$ cat src/hw/rtl/bcrtc_pkg.sv
// Shared types and constants of the BCD real-time clock block.
// Used by bcrtc_calendar, bcrtc_core and the top level; depends on nothing.

package bcrtc_pkg;

	typedef enum logic [1:0] {
		CMD_READ  = 2'd0,
		CMD_WRITE = 2'd1,
		CMD_TICK  = 2'd2
	} cmd_e;

	// time registers: index 0 seconds .. 6 years; alarms: 0 second .. 4 weekday
	typedef logic [6:0][7:0] time_regs_t;
	typedef logic [4:0][7:0] alarm_regs_t;

	typedef struct packed {
		logic [7:0]  ctrl1;
		logic [7:0]  ctrl2;
		logic [7:0]  offset;
		logic [7:0]  ram;
		time_regs_t  tm;
		alarm_regs_t al;
		logic [7:0]  tcount;
		logic [7:0]  treload;
		logic [7:0]  tmode;
		logic [5:0]  prescale;
	} rtc_state_t;

	typedef struct packed {
		cmd_e       command;
		logic [4:0] reg_addr;
		logic [7:0] write_data;
	} rtc_item_t;

	typedef struct packed {
		logic [7:0] read_data;
		logic       irq;
		logic       bad_address;
	} rtc_result_t;

	localparam rtc_state_t STATE_RST = '{
		ctrl1:    8'h00,
		ctrl2:    8'h00,
		offset:   8'h00,
		ram:      8'h00,
		tm:       {8'h00, 8'h01, 8'h06, 8'h01, 8'h00, 8'h00, 8'h80},
		al:       {8'h80, 8'h80, 8'h80, 8'h80, 8'h80},
		tcount:   8'h00,
		treload:  8'h00,
		tmode:    8'h18,
		prescale: 6'd0
	};

endpackage

$ cat src/hw/rtl/bcd_rtc_calendar_alarm_timer.sv
// Path: an accepted item waits in the input register, then its result is held in
// the result register and offered from there; out_ready low holds both stages.
// Throughput: one item per cycle while out_ready is not held low;
// the register-file update and the tick logic are one combinational pass.
// Reset: arst_n asynchronously restores power-on register values; a write of
// 0x58 to control 1 restores them as well. Depends on bcrtc_pkg, bcrtc_core.

module bcd_rtc_calendar_alarm_timer (
	input  logic       clk,
	input  logic       arst_n,
	input  logic       in_valid,
	output logic       in_ready,
	input  logic [1:0] command,
	input  logic [4:0] reg_addr,
	input  logic [7:0] write_data,
	output logic       out_valid,
	input  logic       out_ready,
	output logic [7:0] read_data,
	output logic       irq,
	output logic       bad_address
);

	bcrtc_pkg::rtc_item_t   item_s1;
	logic                   valid_s1;
	bcrtc_pkg::rtc_result_t res_d;
	bcrtc_pkg::rtc_result_t res_q;
	logic                   out_valid_q;
	logic                   adv;
	logic                   step;

	assign adv      = !out_valid_q || out_ready;
	assign step     = valid_s1 && adv;
	assign in_ready = !valid_s1 || adv;

	always_ff @(posedge clk or negedge arst_n) begin
		if (!arst_n) begin
			valid_s1 <= 1'b0;
		end else if (in_valid && in_ready) begin
			valid_s1 <= 1'b1;
		end else if (adv) begin
			valid_s1 <= 1'b0;
		end
	end

	always_ff @(posedge clk) begin
		if (in_valid && in_ready) begin
			item_s1.command    <= bcrtc_pkg::cmd_e'(command);
			item_s1.reg_addr   <= reg_addr;
			item_s1.write_data <= write_data;
		end
	end

	bcrtc_core u_core (
		.clk    (clk),
		.arst_n (arst_n),
		.step   (step),
		.item   (item_s1),
		.res    (res_d)
	);

	always_ff @(posedge clk or negedge arst_n) begin
		if (!arst_n) begin
			out_valid_q <= 1'b0;
		end else if (step) begin
			out_valid_q <= 1'b1;
		end else if (out_ready) begin
			out_valid_q <= 1'b0;
		end
	end

	always_ff @(posedge clk) begin
		if (step) begin
			res_q <= res_d;
		end
	end

	assign out_valid   = out_valid_q;
	assign read_data   = res_q.read_data;
	assign irq         = res_q.irq;
	assign bad_address = res_q.bad_address;

`ifndef ASSERT_OFF
	a_step_fills_out: assert property (@(posedge clk) disable iff (!arst_n)
		step |=> out_valid_q)
		else $error("processed item did not reach the result register");

	a_ready_when_empty: assert property (@(posedge clk) disable iff (!arst_n)
		!valid_s1 |-> in_ready)
		else $error("input stage empty but not ready");

	a_stall_holds_s1: assert property (@(posedge clk) disable iff (!arst_n)
		valid_s1 && !adv |=> valid_s1 && $stable(item_s1))
		else $error("stalled input stage lost or changed its item");

	a_bad_reads_zero: assert property (@(posedge clk) disable iff (!arst_n)
		out_valid_q && res_q.bad_address |-> res_q.read_data == 8'h00)
		else $error("bad address result carries read data");
`endif

endmodule

$ cat src/hw/rtl/bcrtc_calendar.sv
// One-second advance of the BCD time and date registers (24-hour, leap year
// every fourth year). Pure combinational; depends on bcrtc_pkg.

module bcrtc_calendar (
	input  bcrtc_pkg::time_regs_t tm_in,
	output bcrtc_pkg::time_regs_t tm_out
);

	typedef struct packed {
		logic [7:0] value;
		logic       carry;
	} bump_t;

	// Increment one BCD field under its mask, wrapping at last to first.
	// first is 0 or 1, so its BCD and binary forms agree.
	function automatic bump_t bcd_bump(input logic [7:0] r, input logic [7:0] m,
			input logic [6:0] first, input logic [6:0] last);
		logic [7:0] f;
		logic [3:0] hi;
		logic [3:0] lo;
		logic [7:0] bin;
		logic [7:0] inc;
		bump_t      b;
		f   = r & m;
		hi  = f[7:4];
		lo  = f[3:0];
		bin = {1'b0, hi, 3'b000} + {3'b000, hi, 1'b0} + {4'h0, lo};
		b.carry = 1'b0;
		if (bin >= {1'b0, last}) begin
			b.carry = 1'b1;
			inc = {1'b0, first};
		end else if (lo >= 4'd9) begin
			// units digit of nine or above carries into the tens digit
			inc = {hi + 4'd1, lo - 4'd9};
		end else begin
			inc = {hi, lo + 4'd1};
		end
		b.value = (r & ~m) | (inc & m);
		return b;
	endfunction

	logic [4:0] month;
	logic       leap;
	logic [6:0] mdays;
	logic [2:0] wday;
	bump_t      sec_b, min_b, hour_b, day_b, mon_b, year_b;

	// month in binary; year mod 4 from (2*tens + units) mod 4
	assign month = tm_in[5][4] ? (5'd10 + {1'b0, tm_in[5][3:0]}) : {1'b0, tm_in[5][3:0]};
	assign leap  = (2'({tm_in[6][4], 1'b0}) + tm_in[6][1:0]) == 2'd0;

	always_comb begin
		case (month) inside
			5'd2:                      mdays = leap ? 7'd29 : 7'd28;
			5'd4, 5'd6, 5'd9, 5'd11:   mdays = 7'd30;
			default:                   mdays = 7'd31;
		endcase
	end

	assign sec_b  = bcd_bump(tm_in[0], 8'h7F, 7'd0, 7'd59);
	assign min_b  = bcd_bump(tm_in[1], 8'h7F, 7'd0, 7'd59);
	assign hour_b = bcd_bump(tm_in[2], 8'h3F, 7'd0, 7'd23);
	assign day_b  = bcd_bump(tm_in[3], 8'h3F, 7'd1, mdays);
	assign mon_b  = bcd_bump(tm_in[5], 8'h1F, 7'd1, 7'd12);
	assign year_b = bcd_bump(tm_in[6], 8'hFF, 7'd0, 7'd99);
	assign wday   = (tm_in[4][2:0] >= 3'd6) ? 3'd0 : tm_in[4][2:0] + 3'd1;

	always_comb begin
		tm_out    = tm_in;
		tm_out[0] = sec_b.value;
		if (sec_b.carry) begin
			tm_out[1] = min_b.value;
			if (min_b.carry) begin
				tm_out[2] = hour_b.value;
				if (hour_b.carry) begin
					tm_out[4] = {5'd0, wday};
					tm_out[3] = day_b.value;
					if (day_b.carry) begin
						tm_out[5] = mon_b.value;
						if (mon_b.carry) begin
							tm_out[6] = year_b.value;
						end
					end
				end
			end
		end
	end

endmodule

$ cat src/hw/rtl/bcrtc_core.sv
// Register file and command execution: reads, masked writes, soft reset,
// and the tick path (calendar, alarm match, countdown timer).
// Depends on bcrtc_pkg and bcrtc_calendar.

module bcrtc_core (
	input  logic                   clk,
	input  logic                   arst_n,
	input  logic                   step,
	input  bcrtc_pkg::rtc_item_t   item,
	output bcrtc_pkg::rtc_result_t res
);

	localparam logic [4:0] ADDR_CTRL1  = 5'h00;
	localparam logic [4:0] ADDR_CTRL2  = 5'h01;
	localparam logic [4:0] ADDR_OFFSET = 5'h02;
	localparam logic [4:0] ADDR_RAM    = 5'h03;
	localparam logic [4:0] ADDR_SEC    = 5'h04;
	localparam logic [4:0] ADDR_YEAR   = 5'h0A;
	localparam logic [4:0] ADDR_ASEC   = 5'h0B;
	localparam logic [4:0] ADDR_AWDAY  = 5'h0F;
	localparam logic [4:0] ADDR_TVAL   = 5'h10;
	localparam logic [4:0] ADDR_TMODE  = 5'h11;

	localparam logic [7:0] SOFT_RESET  = 8'h58;
	localparam logic [1:0] TSRC_1HZ    = 2'd2;
	localparam logic [1:0] TSRC_MIN    = 2'd3;
	localparam logic [5:0] PRESCALE_END = 6'd59;

	localparam logic [6:0][7:0] TIME_WMASK =
		{8'hFF, 8'h1F, 8'h07, 8'h3F, 8'h3F, 8'h7F, 8'hFF};
	localparam logic [4:0][7:0] ALARM_WMASK = {8'h87, 8'hBF, 8'hBF, 8'hFF, 8'hFF};
	localparam logic [4:0][7:0] MATCH_MASK  = {8'h07, 8'h3F, 8'h3F, 8'h7F, 8'h7F};

	bcrtc_pkg::rtc_state_t state_q;
	bcrtc_pkg::rtc_state_t state_d;
	bcrtc_pkg::rtc_state_t tick_st;
	bcrtc_pkg::time_regs_t tm_adv;
	logic [2:0]            tidx;
	logic [2:0]            aidx;
	logic [7:0]            rd;
	logic                  bad;

	bcrtc_calendar u_calendar (
		.tm_in  (state_q.tm),
		.tm_out (tm_adv)
	);

	assign tidx = 3'(item.reg_addr - ADDR_SEC);
	assign aidx = 3'(item.reg_addr - ADDR_ASEC);

	// tick: advance time, then alarm check on the new time, then timer
	always_comb begin
		logic any_en;
		logic all_hit;
		logic fire;
		tick_st    = state_q;
		tick_st.tm = tm_adv;
		any_en     = 1'b0;
		all_hit    = 1'b1;
		fire       = 1'b0;
		for (int i = 0; i < 5; i++) begin
			if (!state_q.al[i][7]) begin
				any_en = 1'b1;
				if (((state_q.al[i] ^ tm_adv[i]) & MATCH_MASK[i]) != 8'h00) begin
					all_hit = 1'b0;
				end
			end
		end
		if (any_en && all_hit) begin
			tick_st.ctrl2[6] = 1'b1;
		end
		if (state_q.tmode[2] && state_q.tcount != 8'h00) begin
			if (state_q.tmode[4:3] == TSRC_1HZ) begin
				fire = 1'b1;
			end else if (state_q.tmode[4:3] == TSRC_MIN) begin
				if (state_q.prescale >= PRESCALE_END) begin
					tick_st.prescale = 6'd0;
					fire = 1'b1;
				end else begin
					tick_st.prescale = state_q.prescale + 6'd1;
				end
			end
		end
		if (fire) begin
			if (state_q.tcount <= 8'h01) begin
				tick_st.tcount   = state_q.treload;
				tick_st.ctrl2[3] = 1'b1;
			end else begin
				tick_st.tcount = state_q.tcount - 8'h01;
			end
		end
	end

	always_comb begin
		state_d = state_q;
		rd      = 8'h00;
		bad     = 1'b0;
		unique case (item.command)
			bcrtc_pkg::CMD_READ: begin
				if (item.reg_addr > ADDR_TMODE) begin
					bad = 1'b1;
				end else begin
					unique case (item.reg_addr) inside
						ADDR_CTRL1:             rd = state_q.ctrl1;
						ADDR_CTRL2:             rd = state_q.ctrl2;
						ADDR_OFFSET:            rd = state_q.offset;
						ADDR_RAM:               rd = state_q.ram;
						[ADDR_SEC:ADDR_YEAR]:   rd = state_q.tm[tidx];
						[ADDR_ASEC:ADDR_AWDAY]: rd = state_q.al[aidx];
						ADDR_TVAL:              rd = state_q.tcount;
						default:                rd = state_q.tmode;
					endcase
				end
			end
			bcrtc_pkg::CMD_WRITE: begin
				if (item.reg_addr > ADDR_TMODE) begin
					bad = 1'b1;
				end else begin
					unique case (item.reg_addr) inside
						ADDR_CTRL1: begin
							if (item.write_data == SOFT_RESET) begin
								state_d = bcrtc_pkg::STATE_RST;
							end else begin
								state_d.ctrl1 = item.write_data;
							end
						end
						ADDR_CTRL2: begin
							// flags AF/TF only clear on zero, never set by a write
							state_d.ctrl2 = (item.write_data & 8'hB7)
								| (state_q.ctrl2 & item.write_data & 8'h48);
						end
						ADDR_OFFSET: state_d.offset = item.write_data;
						ADDR_RAM:    state_d.ram    = item.write_data;
						[ADDR_SEC:ADDR_YEAR]: begin
							state_d.tm[tidx] = item.write_data & TIME_WMASK[tidx];
						end
						[ADDR_ASEC:ADDR_AWDAY]: begin
							state_d.al[aidx] = item.write_data & ALARM_WMASK[aidx];
						end
						ADDR_TVAL: begin
							state_d.tcount   = item.write_data;
							state_d.treload  = item.write_data;
							state_d.prescale = 6'd0;
						end
						default: begin
							state_d.tmode    = item.write_data & 8'h1F;
							state_d.prescale = 6'd0;
						end
					endcase
				end
			end
			bcrtc_pkg::CMD_TICK: begin
				if (!state_q.ctrl1[5]) begin
					state_d = tick_st;
				end
			end
			default: begin
			end
		endcase
	end

	always_ff @(posedge clk or negedge arst_n) begin
		if (!arst_n) begin
			state_q <= bcrtc_pkg::STATE_RST;
		end else if (step) begin
			state_q <= state_d;
		end
	end

	assign res.read_data   = rd;
	assign res.bad_address = bad;
	assign res.irq         = (state_d.ctrl2[7] && state_d.ctrl2[6])
		|| (state_d.tmode[1] && state_d.ctrl2[3]);

endmodule

$ cat config.mk
export PLATFORM = sky130hd
export DESIGN_NAME = bcd_rtc_calendar_alarm_timer
export DESIGN_NICKNAME = d
export VERILOG_FILES = /design/src/hw/rtl/bcrtc_pkg.sv /design/src/hw/rtl/bcd_rtc_calendar_alarm_timer.sv /design/src/hw/rtl/bcrtc_calendar.sv /design/src/hw/rtl/bcrtc_core.sv
export SDC_FILE = /design/constraint.sdc
export NUM_CORES = 1
export LEC_CHECK = 0
export BUFFER_PORTS_ARGS = -buffer_cell sky130_fd_sc_hd__buf_2
export CAP_MARGIN = 10
export CELL_PAD_IN_SITES_DETAIL_PLACEMENT = 0
export CELL_PAD_IN_SITES_GLOBAL_PLACEMENT = 1
export CORE_UTILIZATION = 53
export CTS_CLUSTER_DIAMETER = 200
export DETAILED_ROUTE_END_ITERATION = 7
export GPL_TIMING_DRIVEN = 0
export PLACE_DENSITY_LB_ADDON = 0.25
export SETUP_SLACK_MARGIN = 0.4
export SYNTH_ARGS = -nofsm -noshare
export SYNTH_HDL_FRONTEND = slang
export SYNTH_SLANG_ARGS = --single-unit
export TNS_END_PERCENT = 1
$ cat constraint.sdc
create_clock -name clk -period 6.9 [get_ports clk]
set_input_delay 0 -clock clk [delete_from_list [all_inputs] [get_ports clk]]
set_output_delay 0 -clock clk [all_outputs]
set_load 0.01 [all_outputs]
==> flow_metrics.env <==
export IMPL_run_status="finished clean"
export IMPL_min_period_ns=5.825
export IMPL_post_layout_nonfiller_instances=1876
export IMPL_postCtsResizedCells=0
export IMPL_reg2reg_to="u_core.state_q[120]"
export IMPL_antenna_violating_nets_post_route=0
export IMPL_final_hold_violation_count=0
export IMPL_max_cap_viol_count=0
export IMPL_drt_initial_drc_count=1480
export IMPL_ys_types=90
export IMPL_worst_slew_margin_rel=0.2049
export IMPL_postSynth_asyncResetShare=0.8626
export IMPL_timing_final_crit_share=0.8443
export IMPL_synth_top_family_by_area="compound AO/OA/AOI/OAI gates"
export IMPL_ff2ff_setup_slack_ns=1.07
export IMPL_grt_total_usage=0.3718
export IMPL_synthAdderAreaFrac=0.08008
export IMPL_finalClockSkew_ns=0.01678
export IMPL_cts_buffer_depth=2
export IMPL_design_die_area_sq_um=24740
export IMPL_fmax_mhz=171.7
export IMPL_number_of_rows_created_at_floorplan=56
export IMPL_antenna_found_initial=2
export IMPL_critical_path_slowest_cell="sky130_fd_sc_hd__a211oi_2"
export IMPL_max_stage_delay_on_crit_path_ns=0.91
export IMPL_mostFrequentLayoutCells="223 x sky130_fd_sc_hd__nand2_1, 145 x sky130_fd_sc_hd__dfrtp_1, 125 x sky130_fd_sc_hd__o21ai_0, 122 x sky130_fd_sc_hd__nor2_1, 107 x sky130_fd_sc_hd__a21oi_1"
export IMPL_clkSinkCount=182
export IMPL_setup_violations=0
export IMPL_totalWireLength_microns=44390
export IMPL_die_w_microns=157.3
export IMPL_design_area_sq_um=14140
export IMPL_yosys_warnings=0
export IMPL_yosys_area_share_simple=0.1714
export IMPL_initial_utilization=0.5429
export IMPL_yosys_mux_area_fraction=0.06765
export IMPL_clock_tree_from_tritoncts="done"
export IMPL_dpl_cell_count=1824
export IMPL_critical_path_top_delay_family="buffers and inverters"
export IMPL_post_cts_setup_buffers=0
export IMPL_static_leakage_power_uw=0.005943
export IMPL_synth_enable_flop_cells=25
export IMPL_route_vias_total=12180
export IMPL_setup_worst_path_start_class="flop"
export IMPL_clock_tree_htree_level_count=4
export IMPL_worst_path_max_fanout=11
export IMPL_post_route_drc_count=0
export IMPL_synth_cell_area_sq_um=12780
export IMPL_end_kind="flop"
export IMPL_global_route_overflow_total=0
export IMPL_cp_data_arrival_time_ns=6.20
export IMPL_worst_case_reg_to_reg_path_depth=12
export IMPL_layout_cells_most_common="sky130_fd_sc_hd__nand2_1"
export IMPL_cts_reportedPaths_clkPinSlew_ns=0.08
export IMPL_synth_top_area_cell="sky130_fd_sc_hd__dfrtp_1"
export IMPL_synth_seq_area_share=0.3673
export IMPL_synthCells=1474
export IMPL_timing_critical_path_cells="buf_1 > inv_1 > clkbuf_1 > clkbuf_1 > ha_1 > a21oi_1 > a211oi_1 > nor2_1 > a211oi_2 > clkbuf_1 > nand2_1 > o21ai_0"
export IMPL_number_of_iterations_in_the_first_detailed_routing_pass=6
export IMPL_first_global_vias=11500
export IMPL_min_delay_path_class="primary input to asynchronous set/reset pin"
export IMPL_rsz0062_at_grt="no"
export IMPL_coreArea_sq_um=23540
export IMPL_ctsRootBufferMaster="sky130_fd_sc_hd__clkbuf_16"
export IMPL_setup_tns_ns=0
export IMPL_postSynthRegisterBits=182
export IMPL_postSynthAreaPerCell_sq_um=8.671
export IMPL_clock_latency_ns=0.46
export IMPL_synth_area_leaders="sky130_fd_sc_hd__dfrtp_1 28%, sky130_fd_sc_hd__ha_1 6.8%, sky130_fd_sc_hd__nand2_1 6.5%"
export IMPL_final_hold_worst_slack_ns=0.1229
export IMPL_critical_path_buf_inv_count=5
export IMPL_yosysTopAreaCellShare=0.2839
export IMPL_wire_length_of_the_first_global_routing_pass_microns=67990
export IMPL_grt_start_max_net_pins=85
export IMPL_p_total_uw=2722
export IMPL_detailedPlacementHpwl_microns=31870
export IMPL_post_cts_hold_buffer_count=19
export IMPL_via_count_normalized_by_instance_count=6.490
export IMPL_synthesized_area_fraction_occupied_by_ao_oa_aoi_and_oai_cells=0.2425
export IMPL_io_pins=31
export IMPL_dieHeight_microns=157.3
export IMPL_port_buffers=30
export IMPL_ir_drop_v=0.0001216
export IMPL_post_dp_cell_area_sq_um=13370
export IMPL_maxSlewViolCount=0
export IMPL_launch_instance_of_the_worst_register_to_register_path="item_s1[8]"
export IMPL_powerDensity_nw_per_um2=192.5
export IMPL_layout_area_overhead_vs_synth_pct=10.65
export IMPL_dominant_register_cell_in_the_synthesized_netlist="sky130_fd_sc_hd__dfrtp_1"
export IMPL_postSynthNetCount=1570
export IMPL_post_synth_xor_area_fraction=0.03221
export IMPL_required_ns=7.27
export IMPL_tightest_slew_ns=1.193
export IMPL_finish_net_count=1639
export IMPL_critPathKind="flop to flop"
export IMPL_final_wtd_congestion=0.9670
export IMPL_wl_per_cell_microns=23.66
export IMPL_cts_made_buffers=17
export IMPL_crit_path_frequent_cell="sky130_fd_sc_hd__clkbuf_1"
export IMPL_drive_gt1_frac=0.07712
[power breakdown]
group,leakage [uW],total (uW),internal (uW),switching (uW)
combinational,0.00329,476,166,310
clock,0.000289,1000,499,503
sequential,0.00237,1240,1150,89.0
total,0.00594,2720,1820,903
[routing by layer]
metal / share of wire / vias to the layer above / track usage
met5: 0 / - / 0
met3: 0.093 / 115 / 0.08618
met1: 0.42 / 5864 / 0.5002
met2: 0.45 / 655 / 0.5737
met4: 0.039 / 0 / 0.1581
li1: - / 5542 / -
[Yosys cell counts (10+ instances only)]
| master | instances |
|---|---|
| sky130_fd_sc_hd__mux2i_1 | 56 |
| sky130_fd_sc_hd__dfstp_2 | 12 |
| sky130_fd_sc_hd__dfrtp_1 | 145 |
| sky130_fd_sc_hd__nand2b_1 | 10 |
| sky130_fd_sc_hd__edfxtp_1 | 25 |
| sky130_fd_sc_hd__inv_1 | 56 |
| sky130_fd_sc_hd__xor2_1 | 19 |
| sky130_fd_sc_hd__a22o_1 | 18 |
| sky130_fd_sc_hd__nand3_1 | 33 |
| sky130_fd_sc_hd__a31oi_1 | 11 |
| sky130_fd_sc_hd__xnor2_1 | 28 |
| sky130_fd_sc_hd__and3_1 | 13 |
| sky130_fd_sc_hd__o21ai_0 | 125 |
| sky130_fd_sc_hd__nor2_1 | 122 |
| sky130_fd_sc_hd__nor3_1 | 17 |
| sky130_fd_sc_hd__o22ai_1 | 20 |
| sky130_fd_sc_hd__a22oi_1 | 21 |
| sky130_fd_sc_hd__a221oi_1 | 14 |
| sky130_fd_sc_hd__ha_1 | 69 |
| sky130_fd_sc_hd__o21ai_1 | 25 |
| sky130_fd_sc_hd__o31ai_1 | 11 |
| sky130_fd_sc_hd__nor2b_1 | 23 |
| sky130_fd_sc_hd__a21oi_1 | 107 |
| sky130_fd_sc_hd__nand2_1 | 223 |
| sky130_fd_sc_hd__a211oi_1 | 14 |
| sky130_fd_sc_hd__clkbuf_1 | 65 |
[final cells by class]
type | count | area (sq um)
Tap cell | 319 | 399.1
Clock inverter | 13 | 128.9
Inverter | 57 | 214.0
Buffer | 73 | 282.8
Multi-Input combinational cell | 1162 | 7590
Sequential cell | 182 | 4695
Clock buffer | 19 | 452.9
Fill cell | 2118 | 9400
Antenna cell | 1 | 2.502
Timing Repair Buffer | 50 | 377.9
[flip-flops by register name, summed over array words and instances (netlist names)]
| name | count |
|---|---|
| irq | 1 |
| read_data | 8 |
| u_core.state_q | 155 |
| item_s1 | 15 |
| valid_s1 | 1 |
| out_valid | 1 |
| bad_address | 1 |
[worst max-delay path by stage]
| stage | start | endpoint | slack (ns) | cells past startpoint |
|---|---|---|---|---|
| floorplan | u_core.state_q[73] | irq | 3.17 | 12 |
| global placement | item_s1[8] | u_core.state_q[120] | 1.48 | 12 |
| detailed placement | item_s1[8] | u_core.state_q[118] | 1.44 | 12 |
| CTS | item_s1[8] | u_core.state_q[120] | 1.39 | 12 |
| global route | item_s1[8] | u_core.state_q[120] | 1.00 | 12 |
| finish | item_s1[8] | u_core.state_q[120] | 1.07 | 12 |
[cell families (layout without fill, tap and decap cells)]
group | after synthesis | in the layout
buf+inv | 130 | 212
simple gates | 491 | 491
fa+ha+maj | 77 | 77
flops | 182 | 182
compound gates | 473 | 473
xor+xnor | 47 | 47
mux | 74 | 74
other cells | 0 | 1
[stage by stage]
stage          worst slack, ns    util
2_1_floorplan            3.174       -
3_3_place_gp             1.483  0.5662
6_report                 1.075  0.6007
3_5_place_dp             1.436  0.5678
5_1_grt                  1.003  0.6007
4_1_cts                  1.394  0.6006
[worst reg2reg max path, stage by stage, from the launching register on]
cell and delay (ns):
sky130_fd_sc_hd__edfxtp_1 0.53, sky130_fd_sc_hd__buf_1 0.41, sky130_fd_sc_hd__inv_1 0.17, sky130_fd_sc_hd__clkbuf_1 0.47, sky130_fd_sc_hd__clkbuf_1 0.59, sky130_fd_sc_hd__ha_1 0.35, sky130_fd_sc_hd__a21oi_1 0.09, sky130_fd_sc_hd__a211oi_1 0.83
sky130_fd_sc_hd__nor2_1 0.29, sky130_fd_sc_hd__a211oi_2 0.91, sky130_fd_sc_hd__clkbuf_1 0.63, sky130_fd_sc_hd__nand2_1 0.23, sky130_fd_sc_hd__o21ai_0 0.24
No activity file was read; power rests on OpenSTA's default activity.
